### src/hw/rtl/bbpe_pkg.sv
`timescale 1ns / 1ps
`default_nettype none
// ============================================================================
// bbpe_pkg
// Types, constants and helpers shared by the bicubic Bezier patch evaluator.
// ============================================================================
package bbpe_pkg;

    // Coordinate and parameter formats
    localparam int COORD_W    = 16;
    localparam int PARAM_FRAC = 16;
    localparam int PARAM_W    = PARAM_FRAC + 1;
    localparam int NUM_PTS    = 16;
    localparam int ADDR_W     = $clog2(NUM_PTS);
    localparam int WORD_W     = 3 * COORD_W;

    // Q1.F constants
    localparam logic [PARAM_W-1:0]     ONE_Q  = PARAM_W'(1) << PARAM_FRAC;
    localparam logic [2*PARAM_W-1:0]   HALF_P = (2*PARAM_W)'(1) << (PARAM_FRAC - 1);

    // Command codes
    localparam logic CMD_LOAD = 1'b0;
    localparam logic CMD_EVAL = 1'b1;

    // Input item
    typedef struct packed {
        logic                      command;
        logic [3:0]                point_index;
        logic signed [COORD_W-1:0] point_x;
        logic signed [COORD_W-1:0] point_y;
        logic signed [COORD_W-1:0] point_z;
        logic [PARAM_W-1:0]        u_pos;
        logic [PARAM_W-1:0]        v_pos;
    } t_in;

    // Result item
    typedef struct packed {
        logic signed [COORD_W-1:0] surf_x;
        logic signed [COORD_W-1:0] surf_y;
        logic signed [COORD_W-1:0] surf_z;
    } t_out;

    // Four Bernstein weights of one parameter
    typedef logic [3:0][PARAM_W-1:0] t_wgt4;

    // Control from the sequencer to the multiply-accumulate datapath
    typedef struct packed {
        logic       acc_clr;
        logic       issue;
        logic [1:0] row;
        logic [1:0] col;
        logic       fin;
    } t_mac_ctl;

    // Sequencer states
    typedef enum logic [2:0] {
        S_IDLE,
        S_WEIGHT,
        S_SWEEP,
        S_DRAIN,
        S_FINISH
    } t_state;

    // Q1.F product rounded half up; both operands and result stay within 1.0
    function automatic logic [PARAM_W-1:0] rnd_mul(input logic [PARAM_W-1:0] a,
                                                   input logic [PARAM_W-1:0] b);
        logic [2*PARAM_W-1:0] p;
        p = (2*PARAM_W)'(a) * (2*PARAM_W)'(b) + HALF_P;
        return p[PARAM_FRAC +: PARAM_W];
    endfunction

endpackage
`default_nettype wire

### src/hw/rtl/bbpe_wgt.sv
`timescale 1ns / 1ps
`default_nettype none
// ============================================================================
// bbpe_wgt
// Two-stage pipeline giving the four cubic Bernstein weights of one parameter.
// ============================================================================
module bbpe_wgt (
    input  wire logic                   i_clk,
    input  wire logic [bbpe_pkg::PARAM_W-1:0] i_t,
    output bbpe_pkg::t_wgt4             o_b
);
    import bbpe_pkg::*;

    logic [PARAM_W-1:0] tc;
    logic [PARAM_W-1:0] sc;
    logic [PARAM_W-1:0] r_t1;
    logic [PARAM_W-1:0] r_s1;
    logic [PARAM_W-1:0] r_tt;
    logic [PARAM_W-1:0] r_ss;
    logic [PARAM_W-1:0] r_ts;
    logic [PARAM_W-1:0] m1;
    logic [PARAM_W-1:0] m2;

    // Clamp to 1.0 and form the complement
    assign tc = (i_t > ONE_Q) ? ONE_Q : i_t;
    assign sc = ONE_Q - tc;

    // Stage 1: squares and cross term
    always_ff @(posedge i_clk) begin
        r_t1 <= tc;
        r_s1 <= sc;
        r_tt <= rnd_mul(tc, tc);
        r_ss <= rnd_mul(sc, sc);
        r_ts <= rnd_mul(tc, sc);
    end

    // Middle weights carry a factor of three, always below 1.0
    assign m1 = rnd_mul(r_ts, r_s1);
    assign m2 = rnd_mul(r_ts, r_t1);

    // Stage 2: cubes
    always_ff @(posedge i_clk) begin
        o_b[0] <= rnd_mul(r_ss, r_s1);
        o_b[1] <= m1 + {m1[PARAM_W-2:0], 1'b0};
        o_b[2] <= m2 + {m2[PARAM_W-2:0], 1'b0};
        o_b[3] <= rnd_mul(r_tt, r_t1);
    end

endmodule
`default_nettype wire

### config.mk
export PLATFORM = sky130hd
export DESIGN_NAME = bbpe_wgt
export DESIGN_NICKNAME = d
export VERILOG_FILES = /design/src/hw/rtl/bbpe_pkg.sv /design/src/hw/rtl/bbpe_wgt.sv
export SDC_FILE = /design/constraint.sdc
export NUM_CORES = 2
export LEC_CHECK = 0
export BUFFER_PORTS_ARGS = -buffer_cell sky130_fd_sc_hd__buf_2
export CAP_MARGIN = 20
export CORE_ASPECT_RATIO = 0.9
export CORE_MARGIN = 1.5
export CORE_UTILIZATION = 67
export DETAILED_ROUTE_END_ITERATION = 16
export GPL_ROUTABILITY_DRIVEN = 0
export HOLD_SLACK_MARGIN = 0.08
export PLACE_DENSITY_LB_ADDON = 0.3
export SYNTH_ARGS = -nofsm -noshare
export SYNTH_HDL_FRONTEND = slang
export SYNTH_SLANG_ARGS = --single-unit
### constraint.sdc
create_clock -name i_clk -period 29.9 [get_ports i_clk]
set_input_delay 4.485 -clock i_clk [delete_from_list [all_inputs] [get_ports i_clk]]
set_output_delay 4.485 -clock i_clk [all_outputs]
set_load 0.02 [all_outputs]
=== Yosys cells after proc, flatten, opt, wreduce, memory -nomap -nowiden ===
Index checks and enable logic that the tools add are counted.

* Add/subtract/negate cells: 10
* Order comparisons: 1
* Multiplexer cells: 1
* Multipliers: 7

{| class="wikitable"
|+ Operators with widths
! cell !! count
|-
| 33-bit by 16-bit adder with 33-bit output (second input constant) || 7
|-
| 17-bit by 17-bit multiplier with 33-bit output || 7
|-
| 17-bit adder || 2
|-
| 17-bit greater-than comparator (second input constant) || 1
|-
| 17-bit 2-to-1 mux || 1
|-
| 17-bit subtractor (first input constant) || 1
|}

* Logic and storage cells: 28
* Flip-flop bits (word level): 153
* Bits of input ports: 18

=== Longest topological paths before layout ===
* Depth after elaboration: 5
* Depth in mapped cells: 37
* Depth with buffers taken out: 36

=== Worst setup path after synthesis ===
OpenSTA, ideal clock, no wires.

* Path type: input to register
* From: input i_t[2] (netlist bit)
* To: register r_ts[13]
* Library setup time: 0.072 ns
* Slack: 17.122 ns
* Arrival: 12.706 ns
* Buffers on the path: 4
* Data required time: 29.828 ns
* Stages: 34
* Cell sequence: clkbuf_1 > or3_1 > or3_1 > o21ai_1 > nand2_1 > clkinv_1 > clkbuf_1 > ha_1 > inv_1 > clkbuf_1 > clkbuf_1 > nand2_1 > fa_1 > inv_1 > fa_1 > inv_1 > fa_1 > inv_1 > fa_1 > fa_1 > inv_1 > fa_1 > inv_1 > ha_1 > a21o_1 > a21oi_1 > nor2b_1 > a311o_1 > o21ai_0 > nor3_1 > or2_2 > a21o_1 > a21oi_1 > xnor2_1

* Word-level cells in the longest chain between the ends: 5

{| class="wikitable"
|+ RTL lines
! item !! RTL line !! text
|-
| start, declared || bbpe_wgt.sv:9 || <nowiki>input wire logic [bbpe_pkg::PARAM_W-1:0] i_t,</nowiki>
|-
| 17-bit greater-than comparator || bbpe_wgt.sv:25 || <nowiki>assign tc = (i_t > ONE_Q) ? ONE_Q : i_t;</nowiki>
|-
| 17-bit 2-to-1 mux * || bbpe_wgt.sv:25 ||
|-
| net tc[2] || bbpe_wgt.sv:14 || <nowiki>logic [PARAM_W-1:0] tc;</nowiki>
|-
| 17-bit subtractor * || bbpe_wgt.sv:26 || <nowiki>assign sc = ONE_Q - tc;</nowiki>
|-
| net sc[2] || bbpe_wgt.sv:15 || <nowiki>logic [PARAM_W-1:0] sc;</nowiki>
|-
| 17-bit by 17-bit multiplier with 33-bit output * || bbpe_pkg.sv:68 || <nowiki>p = (2*PARAM_W)'(a) * (2*PARAM_W)'(b) + HALF_P;</nowiki>
|-
| 33-bit by 16-bit adder with 33-bit output * || bbpe_pkg.sv:68 ||
|-
| end signal, assigned || bbpe_wgt.sv:34 || <nowiki>r_ts <= rnd_mul(tc, sc);</nowiki>
|-
| end, declared || bbpe_wgt.sv:20 || <nowiki>logic [PARAM_W-1:0] r_ts;</nowiki>
|}

The timed path passes the listed nets; every way through them passes the cells marked *.

=== Worst setup path in the final report ===
* From: input i_t[2] (netlist bit)
* To: register r_ts[13]

* Word-level cells in the longest chain between the ends: 5

{| class="wikitable"
|+ RTL lines
! item !! RTL line
|-
| 17-bit greater-than comparator || bbpe_wgt.sv:25
|-
| 17-bit 2-to-1 mux * || bbpe_wgt.sv:25
|-
| 17-bit subtractor || bbpe_wgt.sv:26
|-
| 17-bit by 17-bit multiplier with 33-bit output * || bbpe_pkg.sv:68
|-
| 33-bit by 16-bit adder with 33-bit output * || bbpe_pkg.sv:68
|}

Mark *: on every way between the ends. The rest lies on a longest branch, timed or not.

==> metrics.md <==
| Metric | Value |
|---|---|
| Post-route antenna net violation count | `0` |
| CTS tree | `yes` |
| Reg2Reg Capture Point | `o_b[31]` |
| Iteration count of the initial detailed-routing pass | `14` |
| Initial Utilization | `around 68%` |
| Clk buf depth | `2` |
| Synth Area in Compound Gates | `3.148%` |
| Top_reg_cell synth | `dfxtp_1` |
| Reg area | `between 3000 and 4000 um2` |
| Global-route usage over all layers | `between 30% and 40%` |
| CP max FO | `20` |
| Status | `finished with violations` |
| Max-Slew Margin vs Limit | `27.18%` |
| Worst path most repeated cell | `fa_1` |
| Routed wire length | `around 150000 um` |
| Worst endpoint required time | `30320 ps` |
| Failing checks | `DRC` |
| Worst path max stage delay | `about 860 ps` |
| Fillers | `slightly above 7000` |
| CP max stage cell | `clkinv_1` |
| Crit path capture type | `flop` |
| Synth Area in Simple Gates | `between 10% and 20%` |
| Worst Hold Class | `reg -> reg` |
| R2R Setup Slk | `between 20000 and 25000 ps` |
| Kind of critical path | `in -> reg` |
| Core ar. | `around 95000 um2` |
| Number of global-route vias before repair | `a little over 50000` |
| Mapped Avg Cell Area | `approximately 9.0 um2` |
| FF+latch count, synth | `~150` |
| DR DRC count | `6` |
| Clock transition at path regs | `70 ps` |
| Syn Std Cell Area | `roughly 64000 um2` |
| Register area share after synthesis | `under 10%` |
| Die width | `between 300 and 400 um` |
| FF-to-FF Start | `r_s1[3]` |
| CTS sink cnt | `between 150 and 200` |
| Post-synth top cells | `1890 x inv_1, 1501 x fa_1, 968 x nand2_1` |
| R2R depth | `31` |
| Setup TNS Final | `0 ps` |
| Distinct cells, synth | `72` |
| Unrepaired setup endpoints after global routing | `no` |
| Setup crit start | `i_t[2]` |
| Fmax | `69.53 MHz` |
| Worst setup path endpoint | `r_ts[13]` |
| Tightest Pin Transition | `about 1100 ps` |
| Count leader, synth | `inv_1` |
| Ratio of cells with drive above 1 in the final layout | `~3.1%` |
| Met2 usage | `a little over half` |
| Adder-cell share of the synthesized area | `roughly 63%` |
| Final setup viols | `0` |
| Main combinational cell family by area after synthesis | `adder cells` |
| Worst-case hold slack | `slightly above 1000 ps` |
| DRT iter0 DRCs | `roughly 3400` |
| Number of synthesized flops with an enable pin | `0` |
| GRT Residual Overflow | `0` |
| Worst Min Path Start | `r_t1[16]` |
| Met1 GRT Util | `about 44%` |
| Mapped Cells | `just over 7000` |
| DIE AREA | `97810 um2` |
| Vias per std cell | `5.601` |
| Post-route insts no fill | `around 8300` |
| Syn-to-layout area delta | `3.323%` |
| DP HPWL | `between 100000 and 150000 um` |
| Cts hold-fix bufs | `0` |
| Final min period | `~14000 ps` |
| I/O pin total | `86` |
| Leading area contributor after synthesis | `fa_1` |
| Largest cells by area after synthesis | `fa_1 47%, ha_1 16%, inv_1 11%, nand2_1 5.7%, and2_1 5.2%` |
| Post-CTS setup buffer count | `0` |
| Period utilization | `between 40% and 50%` |
| I/O Buffers | `85` |
| Worst-Skew Late Latency | `just over 500 ps` |
| First-pass GRT wire length | `approximately 250000 um` |
| Global routing's busiest layer | `met2` |
| Post-synth ARST share | `0%` |
| Setup crit start kind | `input pin` |
| Multiplexer share of the synthesized area | `less than 1%` |
| Area of the multi-input gates | `53120 um2` |
| CTS Buf Count | `17` |
| Cell row count | `~110` |
| Crit path DAT | `14800 ps` |
| Routed WL per cell | `about 18 um` |
| Met3 global-route usage | `around 6.5%` |
| Synth Area in XOR/XNOR | `under 10%` |
| Antenna violations before repair | `2` |
| Max-cap violation count | `0` |
| Die height | `296.8 um` |
| H-tree levels | `4` |
| DP Cell Count | `roughly 8200` |
| Via Count | `46331` |
| Skew final | `around 21 ps` |
| Root buf cell | `clkbuf_16` |
| # resized after CTS | `0` |
| Synth top area share | `a little under half` |
| Largest net degree at the start of global routing | `50` |
| Final Max Slew Viols | `0` |
| Syn. warnings | `0` |
| Final-report hold violation count | `0` |
| Final net count | `between 9000 and 10000` |
## placed cells by master (no fill, tap or decap), drive strengths merged, types with 12 or more instances in the layout
cell	instances
nand2	968
nor3	36
ha	820
buf	146
fa	1501
dfxtp	152
xor2	45
nor2	275
o211ai	12
inv	1895
clkinv	14
conb	25
a21o	40
a21oi	84
and2	535
o21a	29
nand2b	21
xnor2	122
a211oi	13
clkbuf	19
nand4	16
nor2b	40
o21ai	55
nand3	22
and3	24
## flip-flops by register name, indices dropped and copies added (netlist names)
register and count:
o_b 68, r_s1 17, r_ss 17, r_t1 16, r_ts 17, r_tt 17
## metal layers
layer | vias up | wire length, um
met3 | 430 | 14170
li1 | 20388 | -
met4 | 0 | 5405
met5 | - | 0
met1 | 23364 | 60110
met2 | 2149 | 72120
## worst max-delay path, delay by kind of cell
family	cells	cell delay, ps
adders and majority gates	8	4000
and+or+nand+nor	8	2050
AOI/OAI and AO/OA	7	2310
buffers and inverters	6	1770
xor gates and xnor gates	1	140
## cells by family (layout without fill, tap and decap cells)
group,after synthesis,count (layout)
AO/OA/AOI/OAI,301,301
XOR/XNOR,168,168
adder cells (fa/ha/maj),2321,2321
buffers and inverters,2187,2078
flip-flops,152,152
multiplexers,4,4
other,2,27
AND/OR/NAND/NOR,1968,1968
## stage by stage
step           cell area, um2  utilization [%]  setup slack (ps)
2_1_floorplan           64370                -             17120
3_3_place_gp            65770            69.29             15610
3_5_place_dp            65770            69.29             15340
4_1_cts                 66410            69.96             15840
5_1_grt                 66410            69.96             15190
6_report                66410            69.97             15520
## worst min-delay path by stage
stage | to | slack, ps | cells past startpoint
after floorplan | o_b[16] | 730 | 4
after global placement | o_b[67] | 1040 | 5
after detailed placement | o_b[67] | 1040 | 5
after CTS | o_b[67] | 1040 | 5
after global routing | o_b[67] | 1120 | 5
final | o_b[67] | 1040 | 5
## final cells by class
cell class	count	share of cell area, %
Tap cell	1253	2.361
Clock buffer	19	0.6820
Clock inverter	12	0.2845
Antenna cell	2	0.007536
Timing Repair Buffer	146	1.330
Inverter	1901	10.74
Multi-Input combinational cell	4787	79.98
Sequential cell	152	4.608
Power is not shown: default switching activity piles up to over one toggle a cycle in this logic, so the estimate is an artifact.
