[src/hw/rtl/bbpe_ram.sv]
`timescale 1ns / 1ps
`default_nettype none
// ============================================================================
// bbpe_ram
// Generic single-write, single-read RAM with registered read data.
// ============================================================================
module bbpe_ram #(
    parameter int WIDTH = 48,
    parameter int DEPTH = 16
) (
    input  wire logic                     i_clk,
    input  wire logic                     i_we,
    input  wire logic [$clog2(DEPTH)-1:0] i_waddr,
    input  wire logic [WIDTH-1:0]         i_wdata,
    input  wire logic                     i_re,
    input  wire logic [$clog2(DEPTH)-1:0] i_raddr,
    output logic      [WIDTH-1:0]         o_rdata
);

    logic [WIDTH-1:0] r_mem [DEPTH];

    // Write port
    always_ff @(posedge i_clk) begin
        if (i_we) begin
            r_mem[i_waddr] <= i_wdata;
        end
    end

    // Registered read port
    always_ff @(posedge i_clk) begin
        if (i_re) begin
            o_rdata <= r_mem[i_raddr];
        end
    end

endmodule
`default_nettype wire

[config.mk]
export PLATFORM = sky130hd
export DESIGN_NAME = bbpe_ram
export DESIGN_NICKNAME = d
export VERILOG_FILES = /design/src/hw/rtl/bbpe_ram.sv
export SDC_FILE = /design/constraint.sdc
export NUM_CORES = 1
export LEC_CHECK = 0
export BUFFER_PORTS_ARGS = -buffer_cell sky130_fd_sc_hd__buf_2
export CORE_UTILIZATION = 40
export CTS_CLUSTER_SIZE = 20
export DETAILED_ROUTE_END_ITERATION = 8
export PLACE_DENSITY = 0.52
export SLEW_MARGIN = 40
export SYNTH_ARGS = -nofsm -noshare
export SYNTH_HDL_FRONTEND = slang
export SYNTH_SLANG_ARGS = --single-unit
[constraint.sdc]
create_clock -name i_clk -period 8.04 [get_ports i_clk]
set_input_delay 0 -clock i_clk [delete_from_list [all_inputs] [get_ports i_clk]]
set_output_delay 0 -clock i_clk [all_outputs]
set_load 0.02 [all_outputs]
**Word-level counts from Yosys, hierarchy flattened**

Memories as Yosys holds them, arrays and structs flattened. A register that Yosys moved wholly into a read port is not among the register bits.
Cells that the tools add are included.

- Input bits: 59
- Flip-flop bits (word level): 0
- Bits in writable memories: 768
- Word-level logic and storage cells: 3
- Output and inout bits: 48
- Memories kept: 1

Memory list:

| memory | words | bits a word | rd ports | clocked after memory_dff | wr ports | RTL line | text |
|---|---|---|---|---|---|---|---|
| r_mem | 16 | 48 | 1 | 1 | 1 | 20 | `logic [WIDTH-1:0] r_mem [DEPTH];` |

- Muxes and demuxes: 2

Operator list:

| kind | number |
|---|---|
| $mux 1 | 2 |

**Logic depth before layout (Yosys ltp)**

Gate-level depths: netlist of the first run.

- Depth in word-level cells: 2
- Depth in mapped cells: 6
- Gate-level depth less buffers: 3

**Worst setup path before layout of the first run**

OpenSTA, ideal clock, no wires.

- Path type: input port to flip-flop
- Start: input i_waddr[2]
- End: memory r_mem[0][0], enable pin
- Data required time: 7.527 ns
- Buffers on the path: 0
- Library setup time: 0.513 ns
- Arrival: 3.791 ns
- Slack: 3.736 ns
- Stages: 2
- Path through: or3b_2 > nor3_1

RTL lines:

| what | RTL line | text |
|---|---|---|
| start, declared | 13 | `input wire logic [$clog2(DEPTH)-1:0] i_waddr,` |
| end, declared | 20 |  |

No word-level cell before the write port.

**Worst setup path after layout of the first run**

- Start: input i_waddr[0]
- End: memory r_mem[6][27], enable pin

No word-level cell before the write port.

==> results.cfg, run 1 <==
[run_status]
status = finished clean

[critical_path]
slowest_stage = buf_4
slowest_delay_ns = 0.73
cp_data_required_time_ns = 8.28
cp_top_family = buffers and inverters
crit_type = in2reg
cp_num_buf_inv = 3
cp_data_arrival_time_ns = 2.52
critPathMaxFanout = 35
path_cells = dlygate4sd3_1 -> buf_2 -> nand2b_1 -> nor2_4 -> buf_4
end_kind = register
critPathLaunchType = input port

[clock_network]
clk_latency_ns = 0.62
cts_root_buf = clkbuf_16
htreeDepth = 3
cts_sinks = 816
path_clk_slew_ns = 0.06
cts_buffers = 83
cts_max_path_buffers = 3
cts_tree = done
ctsResizeCount = 0

[power_and_ir_drop]
power_density_mw_per_mm2 = 253.2
leakagePower_uw = 0.01118
irDropWorstVdd_mv = 0.1391

[timing]
finClkSkew_ns = 0.01763
slew_viol_final = 0
rsz0062_at_grt = no
max-slew-margin-rel_pct = 46.29
fmax_ghz = 0.4385
worst_pin_slew_ns = 0.8056
setup_viol_count_final = 0
tns_ns = 0
hold_viol_final = 0
finalCritPeriodShare_pct = 28.37
min_period_ns = 2.281

[global_route]
track_usage_pct = 18.52
grt_pass1_vias = 14734
grt_pass1_wl_um = 101800
grt.overflow.total = 0
grt_max_degree = 88
antenna_found_initial = 7

[synthesis]
yosysSeqAreaShare_pct = 81.20
synth.top_cell.area_share_pct = 81.20
synth_seq_cells = 816
synth_cell_types = 16
synthesis.area_sq_mm = 0.03018
synth.area.top_cells = edfxtp_1, mux4_2, a22oi_1
yosys_warnings = 0
synth_area_leader_cell = edfxtp_1
postSynthAreaPerCell_sq_um = 24.30
synthCells = 1242
synthesis.nets = 1301

[run]
drv_cap = 0

[placed_design]
gp_congestion = 0.6977
placed_area_sq_mm = 0.03210
io_buffers = 106
hpwl_um = 32760

[floorplanning]
core_sq_mm = 0.07457
start_util_pct = 40.46
io_pins = 107
fp.dieH_um = 276.7
fp.dieW_um = 276.7
row_count = 100
dieArea_sq_mm = 0.07654

[worst_hold_path]
hp-class = in2reg

[routing]
vias = 13807
firstDrtPassIters = 5
ant_nets = 0
via_per_inst = 5.547
drtIter0Drc = 1037
wirelength_um = 69970
post_drt_wl_per_cell_um = 28.11
drc_errors = 0

[cells_and_area]
layout-area-overhead-vs-synth_pct = 16.56
drive_above_1_share_pct = 30.20
antenna_cells = 0
final_nets = 1512
nFillCells = 6110
final_area_sq_mm = 0.03517
==> cells by family after synthesis <==
logic type	share of synthesized area, %
AND/OR/NAND/NOR	1.037
flip-flops	81.20
buffers and inverters	1.041
AO/OA/AOI/OAI	2.388
multiplexers	14.33
==> per-stage QoR <==
stage / utilization [%] / hold slack, ns / setup WS [ns] / power [uW] / cells
floorplan: - / 0.09887 / 3.736 / 5158 / 1242
global placement: 42.89 / 0.3761 / 5.276 / 5338 / 2283
detailed placement: 43.05 / 0.3793 / 5.405 / 5351 / 2286
CTS: 47.13 / 0.03668 / 5.741 / 9006 / 2488
global route: 47.16 / 0.06322 / 5.681 / 9189 / 2489
finish: 47.16 / 0.07610 / 5.759 / 8906 / 2489
==> tightest hold or removal path, stage by stage <==
cell	delay, ns
buf_2	0.18
nor3_2	0.08
buf_4	0.23
==> where the power goes <==
part,leakage (uW),total (uW),switching (uW),internal (uW)
clock,0.00125,3630,1560,2070
sequential,0.00742,4820,26.9,4790
combinational,0.00252,453,274,179
==> Yosys cell counts <==
| library cell | instances |
|---|---|
| nand3_1 | 1 |
| buf_2 | 8 |
| nor2_1 | 13 |
| clkbuf_1 | 28 |
| buf_4 | 18 |
| and2_1 | 1 |
| edfxtp_1 | 816 |
| or3b_2 | 1 |
| nand2b_1 | 2 |
| nand3b_1 | 2 |
| mux4_2 | 192 |
| buf_1 | 9 |
| nor3_1 | 4 |
| nor2b_1 | 2 |
| nand2_1 | 49 |
| a22oi_1 | 96 |
==> sequential cells by signal, indices dropped and copies added (netlist names) <==
register and flops:
o_rdata 48, r_mem 768
==> final cells by class <==
class	instances	area [sq um]	area share, %
sequential	816	24500	69.67
multi-input combinational	363	5492	15.61
clock inverter	52	379.1	1.078
timing repair buffer	189	1423	4.045
tap	969	1212	3.447
clock buffer	100	2162	6.147
==> cell usage in the layout (no fill, tap or decap), drive strengths merged, types with 4 or more instances in the layout <==
cell / Yosys / routed
dlygate4sd3: 0 / 50
edfxtp: 816 / 816
clkinv: 0 / 42
a22oi: 96 / 96
buf: 35 / 138
clkbuf: 28 / 101
mux4: 192 / 192
bufinv: 0 / 5
nor2: 13 / 13
inv: 0 / 5
nand2: 49 / 49
nor3: 4 / 4
==> routing by layer <==
layer | track usage [%] | vias up | part of all wire (%)
li1 | - | 5800 | -
met1 | 26.60 | 7538 | 45
met2 | 29.46 | 371 | 48
met3 | 3.299 | 86 | 5.2
met4 | 4.672 | 12 | 1.5
met5 | 0 | - | 0.13
==> path summary, 6_finish.rpt <==
kind / endpoint / cells past startpoint / startpoint / slack [ns]
hold reg to reg: o_rdata[11] / 3 / r_mem[14][11] / 0.74
hold / removal: r_mem[8][19] / 3 / i_waddr[1] / 0.08
setup reg to reg: o_rdata[47] / 3 / r_mem[11][47] / 6.47
setup / recovery: r_mem[6][27] / 5 / i_waddr[0] / 5.76
==> repair_timing <==
item / 4_1_cts / 5_1_grt
hold buffers: 50 / 0
buffers inserted: 0 / 0
hold endpoints to repair: 776 / 0
Power figures use the tool's default switching activity.
==> inputs of run 2 (changes only) <==
==> constraint.sdc (replaced) <==
create_clock -name i_clk -period 2.4 [get_ports i_clk]
set_input_delay 0 -clock i_clk [delete_from_list [all_inputs] [get_ports i_clk]]
set_output_delay 0 -clock i_clk [all_outputs]
set_load 0.02 [all_outputs]
==> run 2 against run 1 <==
  * Sequential power grew to 3.4 times the previous value
  * Design area is 1.3% higher
  * Combinational power grew to 3.5 times the previous value
==> results.cfg, run 2 (synthesis gave the netlist of run 1 again) <==
[routing]
routed.top_layer = met5
wl_met1_um = 31450
met2_length_um = 33680
vias = 14068
drc_errors = 0
wl_met3_um = 3957
drtIter0Drc = 1298
firstDrtPassIters = 4
wirelength_um = 70280
via_per_inst = 5.605
ant_nets = 0
post_drt_wl_per_cell_um = 28.00

[worst_hold_path]
holdPathStages = 1
worstHoldStart = i_re
hp-class = in2reg

[power_and_ir_drop]
leakagePower_uw = 0.01136
p_total_uw = 29860
power_density_mw_per_mm2 = 838.1
irDropWorstVdd_mv = 0.5317

[critical_path]
cp_data_arrival_time_ns = 1.80
cp_data_required_time_ns = 2.75
r2r_start = r_mem[11][37]
crit_type = reg2reg
crit_start = r_mem[11][37]
critPathMaxFanout = 1
end_kind = register
critPathLaunchType = register
r2r_cells = 3

[floorplanning]
start_util_pct = 40.46
dieArea_sq_mm = 0.07654
fp.dieW_um = 276.7
io_pins = 107
fp.dieH_um = 276.7
row_count = 100
core_sq_mm = 0.07457

[global_route]
antenna_found_initial = 4
grt_pass1_vias = 14876
track_usage_pct = 18.68
grt_max_degree = 58
grt_pass1_wl_um = 102800
grt.overflow.total = 0

[timing]
rsz0062_at_grt = no
min_period_ns = 1.448
max-slew-margin-rel_pct = 42.62
slew_viol_final = 0
worst_pin_slew_ns = 0.8607
finalCritPeriodShare_pct = 60.32
setup_viol_count_final = 0
hold_viol_final = 0
fmax_ghz = 0.6907
finClkSkew_ns = 0.01491
hold-worst-slack_ns = 0.06012

[clock_network]
cts_max_path_buffers = 3
cts_buffers = 84
htreeDepth = 3
cts_root_buf = clkbuf_16
postCtsSetupBuffers = 0
path_clk_slew_ns = 0.06
clk_latency_ns = 0.62
cts_tree = done
cts_sinks = 816

[cells_and_area]
largest_register_ffs = 768
antenna_cells = 0
layout-area-overhead-vs-synth_pct = 18.05
final_common_cell = edfxtp_1
regMostFlops = r_mem
final_cell_mix = edfxtp_1, mux4_2, buf_2
nFillCells = 6119
multi_input_area_sq_mm = 0.005517
reg_top3 = r_mem (768), o_rdata (48)
final_nets = 1535
seq_area_sq_mm = 0.02450
finalCoreUtilization_pct = 47.77
drive_above_1_share_pct = 31.15

[placed_design]
hpwl_um = 33680
io_buffers = 106
gp_congestion = 0.6846

[run_status]
status = finished clean

[run]
drv_cap = 0
==> run 2: timing repair <==
| action | 4_1_cts | 5_1_grt |
|---|---|---|
| resized for setup | 0 | 0 |
| hold buffers | 48 | 0 |
| endpoints found under the hold margin | 768 | 0 |
==> run 2: path summary, 6_finish.rpt <==
kind                 endpoint  slack, ns
setup reg to reg  o_rdata[37]       0.95
setup / recovery  o_rdata[37]       0.95
hold / removal     o_rdata[7]       0.06
hold reg to reg   o_rdata[40]       0.74
==> run 2: area by class of cell <==
type | instances | area share [%]
timing repair buffer | 211 | 5.251
sequential | 816 | 68.79
clock buffer | 108 | 6.273
tap | 969 | 3.403
multi-input combinational | 363 | 15.49
clock inverter | 43 | 0.8008
==> run 2: power breakdown <==
group	internal, uW	switching [uW]	total [uW]
Clock	6880	5240	12100
Combinational	653	932	1580
Sequential	16100	94.7	16200
Total	23600	6270	29900
==> run 2: worst max-delay path, stage by stage (launching register included) <==
cell	delay, ns
edfxtp_1	0.36
mux4_2	0.49
a22oi_1	0.19
nand2_1	0.13
==> run 2: per-stage QoR <==
stage / area, sq um / setup TNS [ns] / std cells / setup WS (ns)
finish: 35620 / 0 / 2510 / 0.9522
global route: 35620 / 0 / 2510 / 0.8672
CTS: 35620 / 0 / 2510 / 0.9417
detailed placement: 32620 / 0 / 2311 / 0.5256
global placement: 32620 / 0 / 2311 / 0.5328
floorplan: 30240 / -107.49 / 1242 / -0.6012
==> run 2: layer usage <==
metal  vias to the layer above  track usage, %
met5                         -               0
met4                         6           5.157
met3                       101           3.164
met2                       422           29.38
met1                      7694           27.07
li1                       5845               -
==> inputs of run 3 (changes only) <==
==> constraint.sdc (replaced) <==
create_clock -name i_clk -period 1.39 [get_ports i_clk]
set_input_delay 0 -clock i_clk [delete_from_list [all_inputs] [get_ports i_clk]]
set_output_delay 0 -clock i_clk [all_outputs]
set_load 0.02 [all_outputs]
==> run 3 against run 2 <==
  * The run now ends with negative setup slack left
  * Final cell count up 3.9%
  * Design area grew 5.1%
  * Non-clock buffer count grew 91
  * Fmax shrank 0.77%
  * Total power increased by 78%
  * Die area is the same
  * Largest power group unchanged
==> results.cfg, run 3 (synthesis gave the netlist of run 1 again) <==
[critical_path]
path_cells = mux4_2 -> a22oi_2 -> nand2_2
critPathMaxFanout = 1
cp_top_family = multiplexers
slowest_delay_ns = 0.50
cp_num_buf_inv = 0
end_kind = register
critPathLaunchType = register
slowest_stage = mux4_2
regToRegSetupSlack_ns = -0.07
crit_type = reg2reg
cp_data_arrival_time_ns = 1.82
cp_data_required_time_ns = 1.75

[clock_network]
cts_buffers = 85
postCtsSetupBuffers = 0
cts_sinks = 816
cts_root_buf = clkbuf_16
cts_tree = done
clk_latency_ns = 0.63
cts_max_path_buffers = 3
htreeDepth = 3
path_clk_slew_ns = 0.06

[power_and_ir_drop]
leakagePower_uw = 0.01211
clkPwrFrac_pct = 41.6
irDropWorstVdd_mv = 1.252
power_frac_comb_pct = 5.9
p_sw_share_pct = 20.95
power_switching_uw = 11120
p_int_uw = 41950
pwr-share-seq_pct = 52.5
power_density_mw_per_mm2 = 1418

[cells_and_area]
final_cell_mix = edfxtp_1, mux4_2, buf_2
layout-area-overhead-vs-synth_pct = 24.02
regMostFlops = r_mem
nFillCells = 5903
reg_top3 = r_mem (768), o_rdata (48)
final_common_cell = edfxtp_1
drive_above_1_share_pct = 38.79
final_area_sq_mm = 0.03742
final_nets = 1627
largest_register_ffs = 768

[timing]
hold_viol_final = 0
tns_ns = -0.3729
finalCritPeriodShare_pct = 105.0
max-slew-margin-rel_pct = 46.07
setup_viol_count_final = 14
finClkSkew_ns = 0.01889
fmax_ghz = 0.6854
layout_setup_ws_ns = -0.06896
rsz0062_at_grt = yes
slew_viol_final = 0
worst_pin_slew_ns = 0.8072
min_period_ns = 1.459

[global_route]
antenna_found_initial = 3
grt_max_degree = 37
grt_pass1_wl_um = 104200
grt_pass1_vias = 15178
track_usage_pct = 18.86
grt.overflow.total = 0

[run]
drv_cap = 0

[routing]
firstDrtPassIters = 5
drtIter0Drc = 1051
via_per_inst = 5.460
wirelength_um = 71050
drc_errors = 0
ant_nets = 0
vias = 14235
post_drt_wl_per_cell_um = 27.25

[floorplanning]
io_pins = 107
row_count = 100
fp.dieW_um = 276.7
core_sq_mm = 0.07457
start_util_pct = 40.46
dieArea_sq_mm = 0.07654
fp.dieH_um = 276.7

[run_status]
violations = negative setup slack
status = complete, but fails checks

[placed_design]
placed_area_sq_mm = 0.03393
io_buffers = 106
hpwl_um = 42600
gp_congestion = 0.7329

[worst_hold_path]
hp-class = in2reg
==> run 3: final cells by class <==
type / instances / area (sq um) / area share (%)
Clock buffer: 108 / 2213 / 5.914
Clock inverter: 48 / 493.0 / 1.317
Tap cell: 969 / 1212 / 3.240
Multi-Input combinational cell: 363 / 5807 / 15.52
Antenna cell: 1 / 2.502 / 0.006687
Timing Repair Buffer: 302 / 3192 / 8.529
Sequential cell: 816 / 24500 / 65.48
==> run 3: worst min-delay path: cells and delay by family <==
family	cells	cell delay, ns
buf+inv	3	0.44
simple gates	1	0.05
==> run 3: power by group through the flow <==
| stage | Clock [uW] | Combinational (uW) | Sequential, uW |
|---|---|---|---|
| 2_1_floorplan | 0 | 1420 | 28500 |
| 3_3_place_gp | 0 | 2920 | 28400 |
| 3_5_place_dp | 0 | 2960 | 28400 |
| 4_1_cts | 22600 | 3150 | 27900 |
| 5_1_grt | 23500 | 3350 | 27900 |
| 6_report | 22100 | 3130 | 27900 |
==> run 3: repair_timing <==
action,4_1_cts,5_1_grt
hold buffers,52,0
resized for setup,31,24
hold endpoints to repair,820,0
pin swaps,15,23
setup endpoints to repair,27,47
==> run 3: metal layers <==
metal / share of wire (%) / GRT usage (%) / vias up
met1: 46 / 27.63 / 7775
met4: 1.6 / 4.744 / 4
li1: - / - / 6039
met2: 48 / 29.92 / 334
met3: 4.4 / 2.691 / 83
met5: 0.032 / 0 / -
==> run 3: stage by stage <==
step           setup slack, ns  total power (uW)  utilization (%)  hold WS [ns]  cells
2_1_floorplan          -0.6985             29930                -       0.09887   1242
3_3_place_gp           -0.3246             31300            45.51        0.3682   2398
3_5_place_dp           -0.3166             31360            45.51        0.3851   2398
4_1_cts               -0.07375             53660            50.02      0.006949   2606
5_1_grt                -0.1120             54750            50.18       0.05292   2606
6_report              -0.06896             53060            50.18       0.05151   2607
==> run 3: final timing paths <==
kind | cells after the start | to | start
max | 3 | o_rdata[14] | r_mem[3][14]
min | 4 | r_mem[4][4] | i_waddr[1]
max reg2reg | 3 | o_rdata[14] | r_mem[3][14]
min reg2reg | 3 | o_rdata[22] | r_mem[15][22]
